$ cat src/sv/wah_pkg.sv
// Types, constants and helpers of the swept state-variable wah filter.
package wah_pkg;

    localparam int SMP_W   = 16;
    localparam int POS_W   = SMP_W + 2;
    localparam int PROD_W  = SMP_W + POS_W;
    localparam int Q_SHIFT = 15;
    localparam int CFG_IDX_W = 2;

    typedef logic signed [SMP_W-1:0] t_word;
    typedef logic        [SMP_W-1:0] t_uword;
    typedef logic signed [POS_W-1:0] t_pos;
    typedef logic signed [PROD_W-1:0] t_prod;

    localparam t_word  RST_MIN_FREQ = 16'sd1400;
    localparam t_word  RST_SLOPE    = 16'sd100;
    localparam t_word  RST_DAMPING  = 16'sd3277;
    localparam t_uword RST_LENGTH   = 16'd1000;

    typedef enum logic [CFG_IDX_W-1:0] {
        CFG_MIN_FREQ = 2'd0,
        CFG_SLOPE    = 2'd1,
        CFG_DAMPING  = 2'd2,
        CFG_LENGTH   = 2'd3
    } t_cfg_idx;

    typedef enum logic [3:0] {
        ST_IDLE,
        ST_POS,
        ST_MUL_F,
        ST_MUL_D,
        ST_HP,
        ST_MUL_B,
        ST_BP,
        ST_MUL_L,
        ST_LP,
        ST_DONE
    } t_state;

    // Arithmetic shift right by the Q15 scale, truncated to one word.
    function automatic t_word q_scale(input t_prod p);
        return p[Q_SHIFT +: SMP_W];
    endfunction

    function automatic t_pos to_pos(input t_word w);
        return {{(POS_W-SMP_W){w[SMP_W-1]}}, w};
    endfunction

endpackage

$ cat src/sv/wah_ifs.sv
// Channel interfaces of the swept wah filter: samples, results and configuration.
interface wah_in_if import wah_pkg::*; ();
    logic  valid;
    logic  ready;
    t_word sample;
    modport source (output valid, output sample, input ready);
    modport sink (input valid, input sample, output ready);
endinterface

interface wah_out_if import wah_pkg::*; ();
    logic  valid;
    logic  ready;
    t_word highpass_out;
    modport source (output valid, output highpass_out, input ready);
    modport sink (input valid, input highpass_out, output ready);
endinterface

interface wah_cfg_if import wah_pkg::*; ();
    logic                 valid;
    logic                 ready;
    logic [CFG_IDX_W-1:0] index;
    t_uword               data;
    modport source (output valid, output index, output data, input ready);
    modport sink (input valid, input index, input data, output ready);
endinterface

$ cat src/sv/swept_state_variable_wah_filter.sv
// Swept state-variable wah filter with one shared Q15 multiplier.
//
//   channel   dir   payload            transaction when
//   i_in      in    sample             valid && ready
//   o_out     out   highpass_out       valid && ready
//   i_cfg     in    index, data        valid && ready (ready is always high)
//
// After acceptance the input is not ready through POS, MUL_F, MUL_D, HP, MUL_B,
// BP, MUL_L, LP and DONE; the four dependent products use the single multiplier
// one at a time. The result waits in an output register, so a stalled output
// holds only the final load step. Reset brings the registers to their reset
// values, the filter state and sweep counter to zero, and the block to idle.
module swept_state_variable_wah_filter
    import wah_pkg::*;
(
    input  logic         i_clk,
    input  logic         i_rst_n,
    wah_in_if.sink       i_in,
    wah_out_if.source    o_out,
    wah_cfg_if.sink      i_cfg
);

    t_state r_state, n_state;

    t_word  r_min_freq, r_slope, r_damping;
    t_uword r_length;
    t_uword r_count;
    t_word  r_prev_bp, r_prev_lp;

    t_word  r_x, r_f, r_hp;
    t_pos   r_pos;
    t_prod  r_prod;

    logic   r_out_valid;
    t_word  r_out_data;

    logic   in_ready;
    logic   mul_en;
    t_word  mul_a;
    t_pos   mul_b;
    t_prod  mul_p;
    t_pos   pos_calc;
    logic   out_free;

    assign out_free = !r_out_valid || o_out.ready;
    assign mul_p    = mul_a * mul_b;

    always_comb begin
        if (r_count <= (r_length >> 1)) begin
            pos_calc = t_pos'({2'b00, r_count});
        end else begin
            pos_calc = t_pos'({2'b00, r_length}) - t_pos'({2'b00, r_count});
        end
    end

    always_comb begin
        n_state = r_state;
        unique case (r_state)
            ST_IDLE:  if (i_in.valid) n_state = ST_POS;
            ST_POS:   n_state = ST_MUL_F;
            ST_MUL_F: n_state = ST_MUL_D;
            ST_MUL_D: n_state = ST_HP;
            ST_HP:    n_state = ST_MUL_B;
            ST_MUL_B: n_state = ST_BP;
            ST_BP:    n_state = ST_MUL_L;
            ST_MUL_L: n_state = ST_LP;
            ST_LP:    n_state = ST_DONE;
            ST_DONE:  if (out_free) n_state = ST_IDLE;
            default:  n_state = ST_IDLE;
        endcase
    end

    always_comb begin
        in_ready = 1'b0;
        mul_en   = 1'b0;
        mul_a    = '0;
        mul_b    = '0;
        unique case (r_state)
            ST_IDLE: begin
                in_ready = 1'b1;
            end
            ST_MUL_F: begin
                mul_en = 1'b1;
                mul_a  = r_slope;
                mul_b  = r_pos;
            end
            ST_MUL_D: begin
                mul_en = 1'b1;
                mul_a  = r_damping;
                mul_b  = to_pos(r_prev_bp);
            end
            ST_MUL_B: begin
                mul_en = 1'b1;
                mul_a  = r_f;
                mul_b  = to_pos(r_hp);
            end
            ST_MUL_L: begin
                mul_en = 1'b1;
                mul_a  = r_f;
                mul_b  = to_pos(r_prev_bp);
            end
            default: begin
                in_ready = 1'b0;
            end
        endcase
    end

    always_ff @(posedge i_clk) begin
        if (!i_rst_n) begin
            r_state     <= ST_IDLE;
            r_min_freq  <= RST_MIN_FREQ;
            r_slope     <= RST_SLOPE;
            r_damping   <= RST_DAMPING;
            r_length    <= RST_LENGTH;
            r_count     <= '0;
            r_prev_bp   <= '0;
            r_prev_lp   <= '0;
            r_out_valid <= 1'b0;
        end else begin
            r_state <= n_state;
            if (i_cfg.valid) begin
                unique case (t_cfg_idx'(i_cfg.index))
                    CFG_MIN_FREQ: r_min_freq <= t_word'(i_cfg.data);
                    CFG_SLOPE:    r_slope    <= t_word'(i_cfg.data);
                    CFG_DAMPING:  r_damping  <= t_word'(i_cfg.data);
                    CFG_LENGTH:   r_length   <= i_cfg.data;
                    default:      r_length   <= r_length;
                endcase
            end
            if (r_state == ST_BP) begin
                r_prev_bp <= q_scale(r_prod) + r_prev_bp;
            end
            if (r_state == ST_LP) begin
                r_prev_lp <= q_scale(r_prod) + r_prev_lp;
                if (r_count < r_length) begin
                    r_count <= r_count + 16'd1;
                end else begin
                    r_count <= '0;
                end
            end
            if (r_state == ST_DONE && out_free) begin
                r_out_valid <= 1'b1;
            end else if (o_out.ready) begin
                r_out_valid <= 1'b0;
            end
        end
    end

    always_ff @(posedge i_clk) begin
        if (r_state == ST_IDLE && i_in.valid) begin
            r_x <= i_in.sample;
        end
        if (r_state == ST_POS) begin
            r_pos <= pos_calc;
        end
        if (mul_en) begin
            r_prod <= mul_p;
        end
        if (r_state == ST_MUL_D) begin
            r_f <= q_scale(r_prod) + r_min_freq;
        end
        if (r_state == ST_HP) begin
            r_hp <= r_x - r_prev_lp - q_scale(r_prod);
        end
        if (r_state == ST_DONE && out_free) begin
            r_out_data <= r_hp;
        end
    end

    assign i_in.ready         = in_ready;
    assign i_cfg.ready        = 1'b1;
    assign o_out.valid        = r_out_valid;
    assign o_out.highpass_out = r_out_data;

endmodule

$ cat src/flat_wrapper.sv
// flat-port wrapper written by rule: the top's interface ports become plain ports
module swept_state_variable_wah_filter_flat import wah_pkg::*;
  (i_clk, i_rst_n, i_in_valid, i_in_sample, i_in_ready, o_out_valid, o_out_highpass_out, o_out_ready, i_cfg_valid, i_cfg_index, i_cfg_data, i_cfg_ready);
  wah_in_if i_in_i ();
  wah_out_if o_out_i ();
  wah_cfg_if i_cfg_i ();
  input  logic i_clk;
  input  logic i_rst_n;
  input wire logic [$bits(i_in_i.valid)-1:0] i_in_valid;
  input wire logic [$bits(i_in_i.sample)-1:0] i_in_sample;
  output wire logic [$bits(i_in_i.ready)-1:0] i_in_ready;
  output wire logic [$bits(o_out_i.valid)-1:0] o_out_valid;
  output wire logic [$bits(o_out_i.highpass_out)-1:0] o_out_highpass_out;
  input wire logic [$bits(o_out_i.ready)-1:0] o_out_ready;
  input wire logic [$bits(i_cfg_i.valid)-1:0] i_cfg_valid;
  input wire logic [$bits(i_cfg_i.index)-1:0] i_cfg_index;
  input wire logic [$bits(i_cfg_i.data)-1:0] i_cfg_data;
  output wire logic [$bits(i_cfg_i.ready)-1:0] i_cfg_ready;
  assign i_in_i.valid = i_in_valid;
  assign i_in_i.sample = i_in_sample;
  assign i_in_ready = i_in_i.ready;
  assign o_out_valid = o_out_i.valid;
  assign o_out_highpass_out = o_out_i.highpass_out;
  assign o_out_i.ready = o_out_ready;
  assign i_cfg_i.valid = i_cfg_valid;
  assign i_cfg_i.index = i_cfg_index;
  assign i_cfg_i.data = i_cfg_data;
  assign i_cfg_ready = i_cfg_i.ready;
  swept_state_variable_wah_filter u_core (.i_clk(i_clk), .i_rst_n(i_rst_n), .i_in(i_in_i), .o_out(o_out_i), .i_cfg(i_cfg_i));
endmodule
$ cat config.mk
export PLATFORM = sky130hd
export DESIGN_NAME = swept_state_variable_wah_filter_flat
export DESIGN_NICKNAME = d
export VERILOG_FILES = /design/src/sv/wah_pkg.sv /design/src/sv/wah_ifs.sv /design/src/sv/swept_state_variable_wah_filter.sv /design/src/flat_wrapper.sv
export SDC_FILE = /design/constraint.sdc
export NUM_CORES = 1
export LEC_CHECK = 0
export BUFFER_PORTS_ARGS = -buffer_cell sky130_fd_sc_hd__buf_2
export CAP_MARGIN = 20
export CELL_PAD_IN_SITES_DETAIL_PLACEMENT = 1
export CELL_PAD_IN_SITES_GLOBAL_PLACEMENT = 1
export CORE_ASPECT_RATIO = 0.6
export CORE_MARGIN = 2
export CORE_UTILIZATION = 46
export CTS_BUF_LIST = sky130_fd_sc_hd__clkbuf_4
export DETAILED_ROUTE_END_ITERATION = 8
export PLACE_DENSITY = 0.85
export SLEW_MARGIN = 20
export SYNTH_ARGS = -nofsm -noshare
export SYNTH_HDL_FRONTEND = slang
export SYNTH_SLANG_ARGS = --single-unit
$ cat constraint.sdc
create_clock -name i_clk -period 17.9 [get_ports i_clk]
set_clock_uncertainty 0.15 [all_clocks]
set_input_delay 5.37 -clock i_clk [delete_from_list [all_inputs] [get_ports i_clk]]
set_output_delay 5.37 -clock i_clk [all_outputs]
set_load 0.01 [all_outputs]
# Word-level counts from Yosys, hierarchy flattened

Index checks and enable logic that the tools add are counted.

Flip-flop bits (word level): 229
Input bits: 39
Output and inout bits: 19
Word-level logic and storage cells: 66

$add $sub $neg: 7
$mul: 1
Order comparisons: 2
Equality and inequality tests: 14
Mux-type cells: 11
Reduce and logical (&&, ||, !) cells: 15

Operators by type and width:

| kind                    | number |
|---|---|
| $pmux W18 S3            | 1 |
| $add A16 B16 Y16        | 3 |
| $pmux W16 S3            | 1 |
| $pmux W4 S10            | 1 |
| $mux W16                | 2 |
| $sub A16 B16 Y16        | 2 |
| $mul A16 B18 Y31        | 1 |
| $sub A16 B16 Y17        | 1 |
| $add A16 B1 Y16 const B | 1 |
| $eq A4 B3 Y1 const B    | 4 |
| $le A16 B15 Y1          | 1 |
| $lt A16 B16 Y1          | 1 |
| $reduce_and A2 Y1       | 5 |
| $eq A4 B2 Y1 const B    | 2 |
| $eq A4 B4 Y1 const B    | 2 |
| $mux W4                 | 2 |
| $eq A2 B2 Y1 const B    | 2 |
| $eq A4 B1 Y1 const B    | 1 |
| $logic_not A4 Y1        | 1 |
| $mux W1                 | 4 |
| $reduce_or A2 Y1        | 2 |
| $reduce_or A4 Y1        | 1 |
| $eq A2 B1 Y1 const B    | 1 |
| $logic_and A1 B1 Y1     | 2 |
| other kinds (6)         | 6 |

# Logic depth before layout (Yosys ltp)

Depth in word-level cells: 4
Gate-level depth with buffers: 31
Gate-level depth less buffers: 28

# Worst setup path before layout

OpenSTA, ideal clock, no wires.

Kind: register to register
Start point: reg u_core.r_state[2]
End point: reg u_core.r_prod[30] (data pin)
Library setup time: 264 ps
Arrival time: 7256 ps
Data required time: 17486 ps
Path slack: 10230 ps
Stages on the path, launching flop included: 31
Buffers on the path: 4
Period minus slack after synthesis: 7670 ps
Cell sequence: dfxtp_1 buf_4 and4bb_1 buf_6 clkbuf_1 a22oi_1 nand2_1 clkbuf_1 nand2_1 fa_1 inv_1 fa_1 inv_1 fa_1 inv_1 fa_1 fa_1 inv_1 fa_1 inv_1 ha_1 a211oi_1 a31oi_1 nand4_1 o21ai_0 nor2_4 o21ai_4 o21ai_2 nor2_1 a2111oi_2 xnor2_1

Cells in the longest elaborated chain, start to end: 4
Elaborated cells between the ends (all ways): 9
Those cells by class: 1 x mul; 4 x eq/ne; 2 x mux; 2 x reduce/logical

Ends and longest elaborated chain:

| element                                             | RTL line                               | source |
|---|---|---|
| start, declared                                     | swept_state_variable_wah_filter.sv:23  | `t_state r_state, n_state;` |
| start signal, assigned                              | swept_state_variable_wah_filter.sv:120 | `r_state <= n_state;` |
| $eq A4 B3 Y1 / $eq A4 B2 Y1 (equally long branches) | swept_state_variable_wah_filter.sv:78  | `unique case (r_state)` |
| $reduce_or A2 Y1 (no line)                          | --                                     |  |
| $pmux W16 S3 / $pmux W18 S3 (equally long branches) | swept_state_variable_wah_filter.sv:78  |  |
| $mul A16 B18 Y31 (*)                                | swept_state_variable_wah_filter.sv:46  | `assign mul_p = mul_a * mul_b;` |
| net u_core.mul_p[30]                                | swept_state_variable_wah_filter.sv:41  | `t_prod mul_p;` |
| end signal, assigned                                | swept_state_variable_wah_filter.sv:157 | `r_prod <= mul_p;` |
| end, declared                                       | swept_state_variable_wah_filter.sv:32  | `t_prod r_prod;` |

The timed path passes the listed nets; every way through them passes the cells marked *.
A chain may end at the register's enable or synchronous reset.

# Worst setup path in the final report

Start point: reg u_core.r_state[0]
End point: reg u_core.r_prod[30] (data pin)

The elaborated chain is that of the path after synthesis.

==> summary.txt <==
Status: finished clean
Vias in the first global route: 19200
#FFs+latches synth: 214
Syn_area_per_cell: 9.07 µm²
Top area cells in the synthesized netlist: fa_1 (26%), edfxtp_1 (13%), dfxtp_1 (11%), ha_1 (11%), inv_1 (6.8%)
Die height: 173 µm
Worst-Skew Late Latency: 720 ps
WP data required: 18230 ps
Post-layout min period: 9490 ps
Nets: 2964
Antenna Nets Post-Route: 0
Synth Area in XOR/XNOR: 4.03%
Power share of the clock group: 32.5%
Crit path max fanout: 20
Global-route wire length before repair: 110 mm
Lkg Pwr: 10.6 nW
CTS Root Cell: clkbuf_4
WP depth: 26
Critical Path End Type: flip-flop
EDFF count, synth: 97
Final hold slack: 326 ps
Compound-cell area share of the yosys netlist: 10.2%
Net Sw Power: 0.460 mW
CP delay by family, top: adder cells
Row cnt: 61
Detailed placer's ending HPWL: 57.4 mm
Slowest library cell on the worst path: dfxtp_1
# Post-CTS Setup Buffers: 0
Post-synth net total: 2924
Total track usage: 29.0%
Final setup viols: 0
Fraction of registers with async set/reset: 0%
Max Cap Viol: 0
R2R Path End: u_core.r_prod[30]
Setup crit start kind: flip-flop
Internal Power: 0.862 mW
Detailed-route via count: 17600
Final Max Slew Viols: 0
IO buf count: 56
Top reg by flops: u_core.r_pos
Synthesized area: 21900 µm²
CP dominant cell by count: fa_1
Post-CTS Hold Buffers: 0
Max-slew headroom at the worst pin: 17.4%
Area delta synth->final: 7.05%
Worst Hold End: u_core.r_slope[7]
Reg2reg start: u_core.r_state[0]
Mux share of post-synthesis cell area: 0.274%
1st-pass router iterations: 5
Adder-Cell Fraction of Synth Area: 36.2%
Max reg flops: 17
Worst Tran Pin Value: 1230 ps
Fin crit share: 53.0%
Setup tns final: 0 ps
Gr ovfl total: 0
Placed cell areas: 22800 µm²
Top-count cell post-synth: inv_1
Layout cells sized above 1: 7.73%
Post-Synthesis Cells: 2419
Avg WL per Cell: 22.5 µm
Core box area: 46700 µm²
# diodes: 0
Net Sw Frac: 34.8%
GPL Wtd Cong: 0.992
FF-to-FF path depth: 26
# fillers: 5510
Largest net degree at the start of global routing: 108
Worst EP arrival: 9820 ps
Iteration-0 DRC Markers: 1410
Final Hold Vio Count: 0
Max Clk Rate: 105 MHz
Buf/Inv on CP: 3
Ys Warns: 0
Die area: 49500 µm²
I/O Pins: 58
H-tree lvl count: 2
Die W: 286 µm
Unrepaired setup endpoints after global routing: false
DRC: 0
TritonCTS clock tree: built
WL final: 70.5 mm
Top cells by count, synth: inv_1 (400), nand2_1 (341), fa_1 (280)
Final Total Pwr: 1.32 mW
Hold Path Class: flip-flop to flip-flop
Largest family of logic cells by synthesized area: adder cells
Unique masters post-synth: 80
Cts bufs inserted: 49
Hold depth: 2
Top-area cell type share of the netlist area: 25.5%
Clock-pin slew on the worst setup and hold paths: 100 ps
Worst VDD drop: 0.0426 mV
Initial antenna violation count: 1
CP peak stage delay: 760 ps
Vias/cell: 5.62
Simple logic cell fraction of the synthesized area: 16.9%
CTS sink count: 214
Post-synth top area cell: fa_1
Hold Crit Start: u_core.r_slope[7]
R2R setup slack: 8410 ps
Post-CTS Resized: 0
Initial core utilization: 47.0%
CTS max path bufs: 3
Sequential fraction of the synthesis area: 24.0%
Power per cell area: 56.2 nW/µm²
Crit Path Class: flip-flop to flip-flop
Gate power share: 24.3%
Final Cell Area: 23500 µm²
Reg power frac: 43.2%
Top_reg_cell synth: dfxtp_1
## kinds of logic after synthesis
family,count (synthesis)
mux,6
other cells,1
compound gates,320
fa+ha+maj,466
flops,214
simple gates,822
buf+inv,489
xor+xnor,101
## worst max-delay path by stage
stage	from	to	slack, ps
floorplan	u_core.r_state[2]	u_core.r_prod[30]	10230
global placement	u_core.r_state[0]	u_core.r_prod[30]	9080
detailed placement	u_core.r_state[0]	u_core.r_prod[30]	8530
CTS	u_core.r_state[0]	u_core.r_prod[30]	8450
global route	u_core.r_state[0]	u_core.r_prod[30]	8030
finish	u_core.r_state[0]	u_core.r_prod[30]	8410
## per-layer routing
metal / wire [µm] / global-route usage, % / up-vias
met4: 1490 / 6.33 / 0
met5: 0 / 0 / -
met3: 7790 / 8.97 / 126
li1: - / - / 7793
met2: 30200 / 43.8 / 792
met1: 31000 / 40.9 / 8857
## stage by stage
step	utilization (%)	setup slack, ps	instances
after floorplan	-	10230	2419
after global placement	48.8	9080	3036
after detailed placement	48.8	8530	3037
after CTS	50.2	8450	3127
after global routing	50.3	8030	3128
final	50.3	8410	3128
## area by class of cell
cell class	count	area, µm²	area share [%]
tap	630	788	3.36
timing repair buffer	78	449	1.91
clock buffer	67	503	2.14
multi-input combinational	1716	14800	63.2
inverter	400	1500	6.39
sequential	214	5260	22.4
clock inverter	23	155	0.661
## power groups by stage
stage / combinational [mW] / clock, mW / sequential (mW)
5_1_grt: 0.350 / 0.463 / 0.571
6_report: 0.321 / 0.429 / 0.570
3_3_place_gp: 0.292 / 0 / 0.579
4_1_cts: 0.315 / 0.438 / 0.569
3_5_place_dp: 0.312 / 0 / 0.580
2_1_floorplan: 0.216 / 0 / 0.562
## layout by cell type (no fill, tap or decap), drive strengths merged, types with 10 or more instances in the layout
| master | count |
|---|---|
| nor2b | 18 |
| a21boi | 71 |
| nand2b | 30 |
| nand3 | 47 |
| buf | 78 |
| clkinv | 19 |
| dfxtp | 117 |
| xor2 | 28 |
| or2 | 20 |
| and3 | 15 |
| nand2 | 341 |
| a21oi | 55 |
| a22oi | 24 |
| xnor2 | 73 |
| ha | 186 |
| nor2 | 233 |
| edfxtp | 97 |
| o21a | 10 |
| o21ai | 67 |
| inv | 400 |
| and2 | 50 |
| clkbuf | 67 |
| a21o | 19 |
| nand4 | 12 |
| fa | 280 |
| nor3 | 20 |
## worst min-delay path: cells and delay by family (launching register included)
kind | cells | cell delay [ps]
and+or+nand+nor | 1 | 50
DFF | 1 | 320
AOI/OAI and AO/OA | 1 | 60
No activity file was read; power rests on OpenSTA's default activity.
